[config.mk]
export PLATFORM = sky130hd
export DESIGN_NAME = fdtd_ctrl
export DESIGN_NICKNAME = d
export VERILOG_FILES = /design/src/hw/rtl/fdtd_pkg.sv /design/src/hw/rtl/fdtd_ctrl.sv
export SDC_FILE = /design/constraint.sdc
export NUM_CORES = 1
export LEC_CHECK = 0
export ABC_AREA = 1
export BUFFER_PORTS_ARGS = -buffer_cell sky130_fd_sc_hd__buf_2
export CAP_MARGIN = 20
export CORE_UTILIZATION = 30
export CTS_CLUSTER_SIZE = 40
export DETAILED_ROUTE_END_ITERATION = 10
export PLACE_DENSITY = 0.53
export REMOVE_ABC_BUFFERS = 1
export SLEW_MARGIN = 20
export SYNTH_ARGS = -nofsm -noshare
export SYNTH_HDL_FRONTEND = slang
export SYNTH_SLANG_ARGS = --single-unit
[constraint.sdc]
create_clock -name clk -period 3.85 [get_ports clk]
set_input_delay 0.5775 -clock clk [delete_from_list [all_inputs] [get_ports clk]]
set_output_delay 0.5775 -clock clk [all_outputs]
set_load 0.05 [all_outputs]
[src/hw/rtl/fdtd_pkg.sv]
// ----------------------------------------------------------------------------
// fdtd_pkg: shared types and constants for the 1-D field update unit
// Grid size, fixed-point helpers, payload structs and controller commands.
// ----------------------------------------------------------------------------
package fdtd_pkg;

  localparam int GRID_CELLS = 64;
  localparam int CELL_W     = (GRID_CELLS > 1) ? $clog2(GRID_CELLS) : 1;
  localparam int FRAC_BITS  = 22;

  localparam logic REQ_LOAD = 1'b0;
  localparam logic REQ_STEP = 1'b1;

  typedef struct packed {
    logic              req_type;
    logic [5:0]        load_cell;
    logic signed [31:0] coef_a;
    logic signed [31:0] coef_b;
    logic signed [31:0] coef_c;
    logic signed [31:0] coef_d;
    logic signed [31:0] source_sample;
  } in_word_t;

  typedef struct packed {
    logic [5:0]         out_cell;
    logic signed [31:0] ex_value;
    logic signed [31:0] hy_value;
    logic               last_cell;
  } out_word_t;

  // datapath operations issued by the controller
  typedef enum logic [2:0] {
    OP_NONE = 3'd0,
    OP_LOAD = 3'd1,
    OP_SRC  = 3'd2,
    OP_HUPD = 3'd3,
    OP_EUPD = 3'd4,
    OP_EMIT = 3'd5
  } op_t;

  typedef struct packed {
    op_t               op;
    logic [CELL_W-1:0] idx;
    logic [1:0]        phase;
    logic              last;
  } dp_cmd_t;

  typedef struct packed {
    logic out_busy;
  } dp_stat_t;

  function automatic logic signed [31:0] sat32(input logic signed [33:0] v);
    if (v > 34'sh0_7FFF_FFFF)       return 32'sh7FFF_FFFF;
    else if (v < -34'sh0_8000_0000) return 32'sh8000_0000;
    else                            return v[31:0];
  endfunction

  // round-half-up product scaling, saturated
  function automatic logic signed [31:0] qscale(input logic signed [63:0] p);
    logic signed [64:0] r;
    logic signed [42:0] s;
    begin
      r = {p[63], p} + 65'sd2097152;
      s = r[64:22];
      if (s > 43'sh7FFF_FFFF)       qscale = 32'sh7FFF_FFFF;
      else if (s < -43'sh8000_0000) qscale = 32'sh8000_0000;
      else                          qscale = s[31:0];
    end
  endfunction

endpackage

[src/hw/rtl/fdtd_ctrl.sv]
// ----------------------------------------------------------------------------
// fdtd_ctrl: step sequencer
// Walks load, source, H sweep, E sweep and emit sweep, four phases per cell in the H and E sweeps.
// ----------------------------------------------------------------------------
module fdtd_ctrl (
  input  logic                 clk,
  input  logic                 rst,
  input  logic                 in_fire,
  input  logic                 req_step,
  input  logic                 load_ok,
  input  fdtd_pkg::dp_stat_t   stat,
  output logic                 idle,
  output fdtd_pkg::dp_cmd_t    cmd
);

  typedef enum logic [5:0] {
    S_IDLE = 6'b000001,
    S_LOAD = 6'b000010,
    S_SRC  = 6'b000100,
    S_HUPD = 6'b001000,
    S_EUPD = 6'b010000,
    S_EMIT = 6'b100000
  } state_t;

  localparam logic [fdtd_pkg::CELL_W-1:0] LAST =
    fdtd_pkg::CELL_W'(fdtd_pkg::GRID_CELLS - 1);
  localparam logic [fdtd_pkg::CELL_W-1:0] H_END =
    fdtd_pkg::CELL_W'(fdtd_pkg::GRID_CELLS - 2);

  state_t                      state, state_next;
  logic [fdtd_pkg::CELL_W-1:0] idx, idx_next;
  logic [1:0]                  phase, phase_next;

  assign idle = (state == S_IDLE);

  always_comb begin
    state_next = state;
    idx_next   = idx;
    phase_next = phase;
    cmd        = '0;
    cmd.op     = fdtd_pkg::OP_NONE;
    cmd.idx    = idx;
    cmd.phase  = phase;
    cmd.last   = (idx == LAST);
    unique case (state)
      S_IDLE: begin
        if (in_fire) begin
          if (req_step) state_next = S_SRC;
          else if (load_ok) state_next = S_LOAD;
        end
      end
      S_LOAD: begin
        cmd.op = fdtd_pkg::OP_LOAD;
        state_next = S_IDLE;
      end
      S_SRC: begin
        cmd.op = fdtd_pkg::OP_SRC;
        phase_next = phase + 2'd1;
        if (phase == 2'd2) begin
          phase_next = '0;
          idx_next   = '0;
          state_next = S_HUPD;
        end
      end
      S_HUPD: begin
        cmd.op = fdtd_pkg::OP_HUPD;
        phase_next = phase + 2'd1;
        if (phase == 2'd3) begin
          if (idx == H_END) begin
            idx_next   = fdtd_pkg::CELL_W'(1);
            state_next = S_EUPD;
          end else idx_next = idx + 1'b1;
        end
      end
      S_EUPD: begin
        cmd.op = fdtd_pkg::OP_EUPD;
        phase_next = phase + 2'd1;
        if (phase == 2'd3) begin
          if (idx == H_END) begin
            idx_next   = '0;
            state_next = S_EMIT;
          end else idx_next = idx + 1'b1;
        end
      end
      S_EMIT: begin
        // phase 0 reads memories, phase 1 loads the output register once it is not held by out_stall
        if (phase == 2'd0) begin
          cmd.op = fdtd_pkg::OP_EMIT;
          phase_next = 2'd1;
        end else if (!stat.out_busy) begin
          cmd.op = fdtd_pkg::OP_EMIT;
          phase_next = 2'd0;
          if (idx == LAST) state_next = S_IDLE;
          else idx_next = idx + 1'b1;
        end
      end
      default: state_next = S_IDLE;
    endcase
  end

  always_ff @(posedge clk) begin
    if (rst) begin
      state <= S_IDLE;
      idx   <= '0;
      phase <= '0;
    end else begin
      state <= state_next;
      idx   <= idx_next;
      phase <= phase_next;
    end
  end

endmodule

==> impl_metrics.tcl, run 1 <==
set metrics [dict create \
    grt.overflow.total 0 \
    crit_chain "inv_1 -> ha_1 -> or2_2 -> nand2_1 -> o311ai_0 -> buf_2" \
    cp-start-kind "register" \
    clock_sinks 14 \
    clk_latency_ns 0.25 \
    ys_top_cells_by_area "dfxtp_1 (23%), nand2_1 (16%), inv_1 (9.6%)" \
    detail_route.drc_violations 0 \
    cts_buffers 3 \
    crit_fanout 5 \
    crit_arrival_ns 1.76 \
    path_buf_inv 2 \
    via_count 1157 \
    drv_cap 0 \
    area_delta_synth_final_pct 16.5 \
    routed_wl_um 2780 \
    grt_max_degree 13 \
    die_h_um 65.5 \
    worst-slew-pin-transition_ns 0.432 \
    grt_pass1_wl_um 4710 \
    ir_drop_v 0.000241 \
    synth_cell_type_count 29 \
    slew_headroom_pct 71.2 \
    drtAntennaViolNets 0 \
    finClkSkew_ns 0.00119 \
    grt.total_usage_pct 14.4 \
    routabilityCongestion 0.818 \
    post_drt_wl_per_cell_um 10.6 \
    timing_worst_setup_path_type "reg2out" \
    powerDensity_nw_per_um2 739 \
    syn_inst 192 \
    period_needed_ns 2.33 \
    finalHoldViolCount 0 \
    synth_top_area_share_pct 23.2 \
    drive_above_1_share_pct 23.0 \
    diodes 0 \
    syn_area_um2 1210 \
    core-area_um2 3770 \
    first_pass_iters 4 \
    io_pins 19 \
    rows 22 \
    timing.fmax_mhz 428 \
    ys_seq_area_share_pct 23.2 \
    max_stage_delay_ns 0.39 \
    critPathTopFamily "simple AND/OR/NAND/NOR gates" \
    post_cts_resized 0 \
    max-clock-path-buffers 2 \
    fp.dieW_um 65.5 \
    via_per_inst 4.43 \
    htreeDepth 1 \
    grt_setup_unrepaired "false" \
    cts_setup_buffers 0 \
    ys_seq_elements 14 \
    dieArea_um2 4290 \
    fin_crit_sh_pct 60.6 \
    clk_pin_slew_ns 0.07 \
    fin_tns_setup_ns 0 \
    root_buffer "clkbuf_8" \
    leakage_nw 0.762 \
    cp-end-kind "output pin" \
    port_buffers 18 \
    setup_viol 0 \
    hold_buffers 0 \
    cp.required_ns 3.27 \
    maxSlewViolCount 0 \
    start_util_pct 32.1 \
    first_iter_violations 44 \
    status "complete, no violations" \
    hp-class "in2reg" \
    layout.nets 227 \
    avgSynthCellArea_um2 6.30 \
    cts_tree "built" \
    whs_ns 0.505 \
    antenna_found_initial 0 \
    dp_hpwl_um 2160 \
    slowest_stage "dfxtp_1" \
    grt_pass1_vias 1016 \
    yosysWarningCount 0 \
    synth_top_area_cell "dfxtp_1" \
]
[where the power goes]
| group | switching (mW) | internal (mW) |
|---|---|---|
| combinational | 0.452 | 0.191 |
| clock | 0.0638 | 0.0909 |
| sequential | 0.0554 | 0.190 |
[registers in the layout, summed over array words and instances, names as in the netlist]
name   count
idx        6
state      6
phase      2
[worst register-to-register path, delay by kind of cell, from the launching register on]
family,cells,cell delay (ns)
adder cells (fa/ha/maj),1,0.22
buffers and inverters,1,0.11
AND/OR/NAND/NOR,6,0.86
flip-flops,1,0.39
[layout make-up]
type                    instances  area, µm²
fillers                       409       2360
well taps                      48       60.1
flip-flops and latches         14        280
clock buffers                   4       55.1
repair buffers                 18       90.1
multi-input cells             142        792
inverters                      35        133
[logic make-up after synthesis]
logic type / count (synthesis) / synth area share (%)
AOI/OAI and AO/OA: 7 / 4.45
xor gates and xnor gates: 1 / 0.724
adders and majority gates: 7 / 7.24
buffers and inverters: 36 / 11.4
DFF: 14 / 23.2
and+or+nand+nor: 127 / 53.1
[layer usage]
| metal | part of all wire [%] | vias to the layer above | GRT usage (%) | wire length (µm) |
|---|---|---|---|---|
| li1 | - | 642 | - | - |
| met1 | 53 | 495 | 20.8 | 1470 |
| met2 | 43 | 15 | 21.0 | 1190 |
| met3 | 2.6 | 5 | 2.26 | 73 |
| met4 | 1.7 | 0 | 5.71 | 46 |
| met5 | 0 | - | 0 | 0 |
[placed cells by master, fill, tap and decap left out]
master / count
nand2_1: 53
inv_1: 31
nor2_1: 25
buf_2: 18
nand3_1: 15
dfxtp_1: 14
nand4_1: 9
nor2_2: 8
ha_1: 7
nor2_4: 4
clkbuf_8: 4
inv_2: 3
nand3_2: 3
nand2_2: 3
or2_2: 1
o311ai_0: 1
a21oi_4: 1
nor2_8: 1
nand2_4: 1
clkinv_2: 1
nand3b_1: 1
o21ai_0: 1
nand3_4: 1
nor3_1: 1
o22ai_1: 1
or3_1: 1
o21ai_1: 1
xor2_1: 1
a21oi_1: 1
o211ai_1: 1
[cell usage after synthesis]
cell and instances:
o211ai_1 1, inv_2 3, nand2_2 3, nor2_8 1
nand3_4 1, a21oi_1 1, inv_1 31, or2_2 1
ha_1 7, o22ai_1 1, nand4_1 9, buf_2 1
nor2_1 25, dfxtp_1 14, clkinv_2 1, o21ai_1 1
nand2_1 53, nor2_2 8, nand2_4 1, nor2_4 4
xor2_1 1, o311ai_0 1, nand3b_1 1, nor3_1 1
nand3_2 3, o21ai_0 1, or3_1 1, nand3_1 15
a21oi_4 1
[through the flow]
stage | setup slack, ns | utilization, % | power [mW] | std cells | cell area [µm²]
floorplan | 0.743 | - | 0.769 | 191 | 1200
global placement | 1.81 | 35.9 | 0.895 | 257 | 1360
detailed placement | 1.79 | 35.9 | 0.892 | 257 | 1360
CTS | 1.51 | 37.4 | 1.05 | 261 | 1410
global route | 1.41 | 37.4 | 1.14 | 261 | 1410
finish | 1.52 | 37.4 | 1.04 | 261 | 1410
[worst paths after layout]
check,from,cells after the start,endpoint,slack (ns)
worst max-delay path,phase[0],6,cmd[9],1.52
worst min-delay path,rst,2,state[1],0.50
worst max register to register,phase[0],8,idx[4],2.15
worst min register to register,idx[5],2,idx[5],0.54
(Power assumes the default switching activity.)
==> inputs of run 2 (changes only) <==
==> constraint.sdc (replaced) <==
create_clock -name clk -period 2.38 [get_ports clk]
set_input_delay 0.357 -clock clk [delete_from_list [all_inputs] [get_ports clk]]
set_output_delay 0.357 -clock clk [all_outputs]
set_load 0.05 [all_outputs]
==> impl_metrics.tcl, run 2 (synthesis gave the netlist of run 1 again) <==
set metrics [dict create \
    top_regs "idx (6), state (6), phase (2)" \
    post_drt_wl_per_cell_um 10.7 \
    worst-slew-pin-transition_ns 0.435 \
    grt_pass1_vias 1081 \
    antenna_found_initial 0 \
    powerDensity_nw_per_um2 1190 \
    layout_common_cells "nand2_1 (53), inv_1 (31), nor2_1 (25), buf_2 (18), nand3_1 (15)" \
    grt.overflow.total 0 \
    cp-start-kind "register" \
    clk_latency_ns 0.25 \
    layout_commonest_cell "nand2_1" \
    cts_setup_buffers 0 \
    timing.fmax_mhz 469 \
    clock_sinks 14 \
    routed_wl_um 2790 \
    port_buffers 18 \
    p_total_mw 1.68 \
    routabilityCongestion 0.859 \
    finalHoldViolCount 0 \
    post_cts_resized 0 \
    leakage_nw 0.762 \
    die_h_um 65.5 \
    hp-start "rst" \
    io_pins 19 \
    cts_buffers 3 \
    area_delta_synth_final_pct 16.5 \
    hp-class "in2reg" \
    max_stage_delay_ns 0.40 \
    grt.total_usage_pct 14.7 \
    first_pass_iters 4 \
    start_util_pct 32.1 \
    grt_max_degree 13 \
    grt_setup_unrepaired "false" \
    core-area_um2 3770 \
    crit_arrival_ns 1.77 \
    htreeDepth 1 \
    rows 22 \
    cp.required_ns 2.02 \
    detail_route.drc_violations 0 \
    layout_setup_ws_ns 0.249 \
    fill_cells 413 \
    status "complete, no violations" \
    cts_tree "built" \
    slew_headroom_pct 70.9 \
    ir_drop_v 0.000639 \
    setup_viol 0 \
    root_buffer "clkbuf_8" \
    whs_ns 0.292 \
    fp.dieW_um 65.5 \
    finClkSkew_ns 0.00359 \
    via_per_inst 4.42 \
    clk_pin_slew_ns 0.07 \
    place_ws_ns 0.523 \
    cp-startpoint "phase[0]" \
    fin_crit_sh_pct 89.5 \
    drtAntennaViolNets 0 \
    slowest_stage "dfxtp_1" \
    dp_hpwl_um 2170 \
    dieArea_um2 4290 \
    layout.nets 227 \
    max-clock-path-buffers 2 \
    stdcell_area_um2 1410 \
    grt_pass1_wl_um 4880 \
    crit_chain "inv_1 -> ha_1 -> or2_2 -> nand2_1 -> o311ai_0 -> buf_2" \
    hold_buffers 0 \
    first_iter_violations 43 \
    reg2reg_from "idx[0]" \
    period_needed_ns 2.13 \
    timing_worst_setup_path_type "reg2out" \
    maxSlewViolCount 0 \
    cp-end-kind "output pin" \
    via_count 1154 \
    drive_above_1_share_pct 23.0 \
    dpl-instance-area_um2 1360 \
    crit_fanout 5 \
    drv_cap 0 \
    diodes 0 \
]
## run 2: cell counts in the layout (fill, tap and decap cells not counted)
Identical to the previous run, type by type.
## run 2: path summary, 6_finish.rpt
| kind | to | slack (ns) | depth (start not counted) |
|---|---|---|---|
| hold reg to reg | idx[5] | 0.54 | 2 |
| setup reg to reg | state[5] | 0.67 | 11 |
| setup / recovery | cmd[9] | 0.25 | 6 |
| hold / removal | state[1] | 0.29 | 2 |
## run 2: critical path, delay by kind of cell (launching register included)
| family | cells | cell delay (ns) |
|---|---|---|
| compound gates | 1 | 0.14 |
| fa+ha+maj | 1 | 0.22 |
| buf+inv | 2 | 0.36 |
| flops | 1 | 0.40 |
| simple gates | 2 | 0.41 |
## run 2: metal layers
metal  vias up  part of all wire, %  wire length [µm]  track usage [%]
li1        641                    -                 -                -
met1       498                   52              1440             19.6
met2        11                   44              1240             24.0
met3         4                  2.3                65             2.43
met4         0                  1.7                46             4.89
met5         -                    0                 0                0
## run 2: layout make-up
class	instances	area (µm²)	area share [%]
well taps	48	60.1	4.26
flip-flops and latches	14	280	19.9
repair buffers	18	90.1	6.39
clock buffers	4	55.1	3.90
inverters	35	133	9.41
multi-input cells	142	792	56.2
## run 2: metrics by stage
step / TNS [ns] / util, % / cells
after floorplan: -0.507 / - / 191
after global placement: 0 / 35.9 / 257
after detailed placement: 0 / 35.9 / 257
after CTS: 0 / 37.4 / 261
after global routing: 0 / 37.4 / 261
final: 0 / 37.4 / 261
## run 2: report_power, final
part	switching (mW)	total [mW]	internal, mW
sequential	0.0898	0.397	0.307
clock	0.0971	0.244	0.147
combinational	0.729	1.04	0.308
==> inputs of run 3 (changes only) <==
--- a/config.mk
+++ b/config.mk
@@ -8,10 +8,11 @@
 export ABC_AREA = 1
 export BUFFER_PORTS_ARGS = -buffer_cell sky130_fd_sc_hd__buf_2
 export CAP_MARGIN = 20
-export CORE_UTILIZATION = 30
+export CORE_MARGIN = 4
+export CORE_UTILIZATION = 50
 export CTS_CLUSTER_SIZE = 40
 export DETAILED_ROUTE_END_ITERATION = 10
-export PLACE_DENSITY = 0.53
+export PLACE_DENSITY = 0.77
 export REMOVE_ABC_BUFFERS = 1
 export SLEW_MARGIN = 20
 export SYNTH_ARGS = -nofsm -noshare
==> impl_metrics.tcl, run 3 (synthesis gave the netlist of run 1 again) <==
set metrics [dict create \
    drtAntennaViolNets 0 \
    grt_max_degree 13 \
    start_util_pct 53.7 \
    max-clock-path-buffers 2 \
    top_layer "met4" \
    cts_tree "built" \
    core-area_um2 2250 \
    layout_commonest_cell "nand2_1" \
    cp-end-kind "output pin" \
    ir_drop_v 0.000940 \
    drive_above_1_share_pct 23.0 \
    fin_tns_setup_ns 0 \
    top_regs "idx (6), state (6), phase (2)" \
    port_buffers 18 \
    dr_wl_met3_um 93 \
    cp.required_ns 2.02 \
    period_needed_ns 2.18 \
    via_count 1199 \
    layout.nets 227 \
    wl_met1_um 1240 \
    p_total_mw 1.62 \
    whs_ns 0.267 \
    hold_buffers 0 \
    maxSlewViolCount 0 \
    worst-slew-pin-transition_ns 0.400 \
    dpl-instance-area_um2 1330 \
    stdcell_area_um2 1370 \
    layout_setup_ws_ns 0.203 \
    grt_pass1_vias 1208 \
    layout_common_cells "nand2_1 (53), inv_1 (31), nor2_1 (25), buf_2 (18), nand3_1 (15)" \
    dieArea_um2 3270 \
    clk_latency_ns 0.29 \
    routabilityCongestion 0.871 \
    grt.total_usage_pct 18.5 \
    fin_crit_sh_pct 91.5 \
    grt.overflow.total 0 \
    fill_cells 218 \
    place_ws_ns 0.525 \
    layoutNonFillerInstCount 241 \
    post_cts_resized 0 \
    dp.cells 237 \
    clock_sinks 14 \
    timing_worst_setup_path_type "reg2out" \
    detail_route.drc_violations 0 \
    crit_arrival_ns 1.82 \
    diodes 0 \
    hp-class "in2reg" \
    clk_pin_slew_ns 0.10 \
    htreeDepth 1 \
    dp_hpwl_um 2210 \
    timing.fmax_mhz 459 \
    post_drt_wl_per_cell_um 11.2 \
    drv_cap 0 \
    fp.dieW_um 57.2 \
    antenna_found_initial 0 \
    cp-start-kind "register" \
    root_buffer "clkbuf_4" \
    die_h_um 57.2 \
    area_delta_synth_final_pct 12.9 \
    cts_buffers 3 \
    leakage_nw 0.754 \
    finalHoldViolCount 0 \
    crit_fanout 5 \
    io_pins 19 \
    first_pass_iters 4 \
    met2_length_um 1320 \
    rows 17 \
    via_per_inst 4.98 \
    cts_setup_buffers 0 \
    status "complete, no violations" \
    finClkSkew_ns 0.00136 \
    setup_viol 0 \
    powerDensity_nw_per_um2 1190 \
    grt_setup_unrepaired "false" \
    final_util_pct 60.6 \
    grt_pass1_wl_um 4960 \
    slew_headroom_pct 73.3 \
    routed_wl_um 2700 \
    first_iter_violations 39 \
]
run 3: cell counts in the layout (fill, tap and decap cells not counted):
No cell type changed its count.
run 3: final cells by class:
class / count / area, µm² / share of cell area [%]
Clock buffer: 4 / 36.3 / 2.66
Inverter: 35 / 133 / 9.71
Multi-Input combinational cell: 142 / 792 / 58.0
Sequential cell: 14 / 280 / 20.5
Tap cell: 28 / 35.0 / 2.56
Timing Repair Buffer: 18 / 90.1 / 6.59
run 3: power by group:
group / leakage [nW] / internal [mW] / total, mW / switching, mW
Sequential: 0.114 / 0.307 / 0.396 / 0.0898
Combinational: 0.618 / 0.307 / 1.04 / 0.734
Clock: 0.0210 / 0.0932 / 0.184 / 0.0910
Total: 0.754 / 0.707 / 1.62 / 0.914
run 3: worst max-delay path, cell delays in order, from the launching register on:
cell	delay, ns
dfxtp_1	0.42
inv_1	0.12
ha_1	0.22
or2_2	0.31
nand2_1	0.11
o311ai_0	0.12
buf_2	0.23
run 3: path summary, 6_finish.rpt:
check,startpoint,endpoint,slack (ns),depth (start not counted)
max,phase[0],cmd[9],0.20,6
min,rst,state[1],0.27,2
max reg2reg,phase[0],idx[4],0.67,9
min reg2reg,idx[2],idx[2],0.55,2
run 3: layer usage:
metal | global-route usage, % | vias to the layer above
met1 | 24.0 | 534
met2 | 30.3 | 19
met4 | 7.28 | 0
met3 | 3.17 | 6
met5 | 0 | -
li1 | - | 640
